`src/sv/frat_ram.sv`:
```
// generic single-write, single-read synchronous ram with registered read data
module frat_ram #(
    parameter int WIDTH = 8,
    parameter int DEPTH = 2
) (
    input  logic                     i_clk,
    input  logic                     i_we,
    input  logic [$clog2(DEPTH)-1:0] i_waddr,
    input  logic [WIDTH-1:0]         i_wdata,
    input  logic                     i_re,
    input  logic [$clog2(DEPTH)-1:0] i_raddr,
    output logic [WIDTH-1:0]         o_rdata
);

    logic [WIDTH-1:0] r_mem [DEPTH];
    logic [WIDTH-1:0] r_rdata;

    // write port
    always_ff @(posedge i_clk) begin
        if (i_we) begin
            r_mem[i_waddr] <= i_wdata;
        end
    end

    // read port, data held until the next read
    always_ff @(posedge i_clk) begin
        if (i_re) begin
            r_rdata <= r_mem[i_raddr];
        end
    end

    assign o_rdata = r_rdata;

endmodule

```
`config.mk`:
```
export PLATFORM = sky130hd
export DESIGN_NAME = frat_ram
export DESIGN_NICKNAME = d
export VERILOG_FILES = /design/src/sv/frat_ram.sv
export SDC_FILE = /design/constraint.sdc
export NUM_CORES = 1
export LEC_CHECK = 0
export BUFFER_PORTS_ARGS = -buffer_cell sky130_fd_sc_hd__clkbuf_2
export CAP_MARGIN = 15
export CORE_ASPECT_RATIO = 0.75
export CORE_MARGIN = 2
export CORE_UTILIZATION = 37
export CTS_BUF_LIST = sky130_fd_sc_hd__clkbuf_16
export DETAILED_ROUTE_END_ITERATION = 7
export HOLD_SLACK_MARGIN = 0.02
export SLEW_MARGIN = 25
export SYNTH_ARGS = -nofsm -noshare
export SYNTH_HDL_FRONTEND = slang
export SYNTH_SLANG_ARGS = --single-unit
```
`constraint.sdc`:
```
create_clock -name i_clk -period 1.55 [get_ports i_clk]
set_input_delay 0 -clock i_clk [delete_from_list [all_inputs] [get_ports i_clk]]
set_output_delay 0 -clock i_clk [all_outputs]
set_load 0.02 [all_outputs]
```
==> flow_summary_export.csv <==
group,metric,value,unit
run_status,status,"completed",
sta,fin_crit,0.888,ns
critical_path,r2r_end,"o_rdata[7]",
floorplan,core_area,0.00225,mm^2
sta,finalSetupViolCount,0,
critical_path,path_buf_inv,0,
worst_hold_path,worstHoldEndpoint,"o_rdata[4]",
route,drt_iter0_drc,8,
sta,rsz0062_at_grt,"no",
worst_hold_path,hold_path.class,"input port to flip-flop",
critical_path,critical_path_class,"flip-flop to flip-flop",
floorplan,pin_count,21,
route,vias_per_cell,4.25,
logic_synthesis,ys.warnings.count,0,
critical_path,rrSetupSlack,0.66,ns
clocking,post_cts_buffers,0,
clocking,cts_tree,"built",
power,power_density,1230,mW/mm^2
sta,hold_ws,0.100,ns
critical_path,critical_path.max_fanout,1,
critical_path,slowest_stage,"edfxtp_1",
clocking,clockRootBuffer,"clkbuf_16",
critical_path,cp_num_cells,1,
grt,antenna_found_initial,0,
clocking,post_cts_resized,0,
clocking,clock_latency,0.25,ns
logic_synthesis,syn-num-nets,48,
route,vias,387,
placed_design,port_buffers,20,
floorplan,row_count,15,
clocking,cts_made_buffers,3,
route,final_antenna_net_count,0,
layout,n_antenna_cell,0,
clocking,cts_sinks,24,
placed_design,place.gp.congestion,0.611,
logic_synthesis,ys_ff_latch,24,
critical_path,cp_slowest_stage_delay,0.36,ns
layout,finalNetCount,81,
logic_synthesis,ys_types,5,
sta,skew,0.00139,ns
logic_synthesis,seq_area_frac_synth,0.834,
route,drc,0,
floorplan,die-area,0.00274,mm^2
job,cap_viol_max_count,0,
grt,grt_pass1_vias,341,
sta,final-hold-violation-count,0,
power,peakVddDrop,0.655,mV
worst_hold_path,worstHoldPathCells,1,
critical_path,r2r-start,"r_mem[0][7]",
placed_design,placed_area,992,um^2
grt,grt_start_max_net_pins,13,
logic_synthesis,syn_area_per_cell,24.7,um^2
critical_path,worstRegToRegCells,1,
route,routedWlPerCell,11.2,um
layout,area_growth,32.7,%
power,p_leak,0.000458,uW
critical_path,cp-end-kind,"flip-flop",
clocking,clk_pin_slew,0.05,ns
logic_synthesis,netlist_instances,35,
layout,fin_cells,91,
clocking,cts_max_path_buffers,2,
critical_path,arrival,0.89,ns
critical_path,cp_data_required_time,1.55,ns
critical_path,crit_path_start_kind,"flip-flop",
grt,grt_overflow,0,
floorplan,initial_utilization,0.384,
layout,nFillCells,189,
floorplan,fp.dieH,45.9,um
layout,final_cell_area,0.00115,mm^2
clocking,htreeDepth,1,
sta,max_freq,1130,MHz
sta,setup_tns,0,ns
placed_design,dp_cells,80,
layout,layout-drive-gt1-share,0.485,
grt,grt_first_pass_wirelength,1.50,mm
grt,gr-usage-all-layers,0.0822,
sta,worst_slew_pin_slew,0.385,ns
sta,slew_headroom,0.743,
route,wirelength,1.02,mm
worst_hold_path,min_from,"i_re",
critical_path,worstPathCellList,"mux2_4",
route,drt-pass1-iter-count,2,
floorplan,die_w,59.8,um
critical_path,crit_family,"flip-flops",
sta,final_max_slew_viol_count,0,
logic_synthesis,syn_area,865,um^2
sta,fin_crit_sh,0.573,
## Yosys cell counts
master,instances,area [um^2]
edfxtp_1,24,721
mux2_4,8,120
and2_1,1,6.26
buf_6,1,11.3
nor2b_1,1,6.26
## timing repair
action | 4_1_cts | 5_1_grt
hold buffers | 8 | 0
setup endpoints to repair | 0 | 0
hold endpoints to repair | 16 | 0
## worst max-delay path by stage
stage | start | end
final | r_mem[0][7] | o_rdata[7]
after floorplan | r_mem[0][0] | o_rdata[0]
after global placement | i_raddr | o_rdata[6]
after CTS | r_mem[0][7] | o_rdata[7]
after global routing | r_mem[0][7] | o_rdata[7]
after detailed placement | r_mem[0][7] | o_rdata[7]
## through the flow
| step | total power, uW | util | worst slack, ns |
|---|---|---|---|
| 3_3_place_gp | 894 | 0.441 | 0.677 |
| 6_report | 1410 | 0.509 | 0.662 |
| 4_1_cts | 1430 | 0.509 | 0.650 |
| 2_1_floorplan | 855 | - | 0.700 |
| 5_1_grt | 1460 | 0.509 | 0.630 |
| 3_5_place_dp | 896 | 0.441 | 0.658 |
## cell families (layout without fill, tap and decap cells)
| group | count (synthesis) | in the layout | share of synthesized area |
|---|---|---|---|
| AND/OR/NAND/NOR | 2 | 2 | 0.0145 |
| multiplexers | 8 | 8 | 0.139 |
| buffers and inverters | 1 | 32 | 0.0130 |
| flip-flops | 24 | 24 | 0.834 |
## area by class of cell
type / count / area (um^2) / area share
clock buffer: 3 / 75.1 / 0.0654
multi-input combinational: 10 / 133 / 0.116
sequential: 24 / 721 / 0.628
tap: 25 / 31.3 / 0.0273
timing repair buffer: 29 / 188 / 0.164
## report_power, final
part | internal [uW] | switching (uW) | total [uW]
combinational | 63.8 | 54.8 | 119
clock | 340 | 180 | 519
sequential | 767 | 9.53 | 777
total | 1170 | 244 | 1410
## cell usage in the layout (no fill, tap or decap)
cell           instances
clkbuf_16              3
edfxtp_1              24
mux2_4                 8
nor2b_1                1
dlygate4sd3_1          8
buf_4                  1
clkbuf_2              20
and2_1                 1
## sequential cells by signal, summed over array words and instances, names as in the netlist
register / cells
r_mem: 16
o_rdata: 8
## metal layers
metal | share of wire | track usage
met5 | 0 | 0
met4 | 0.011 | 0.0400
met3 | 0.069 | 0.0455
met2 | 0.49 | 0.133
met1 | 0.43 | 0.0881
(Power assumes the default switching activity.)
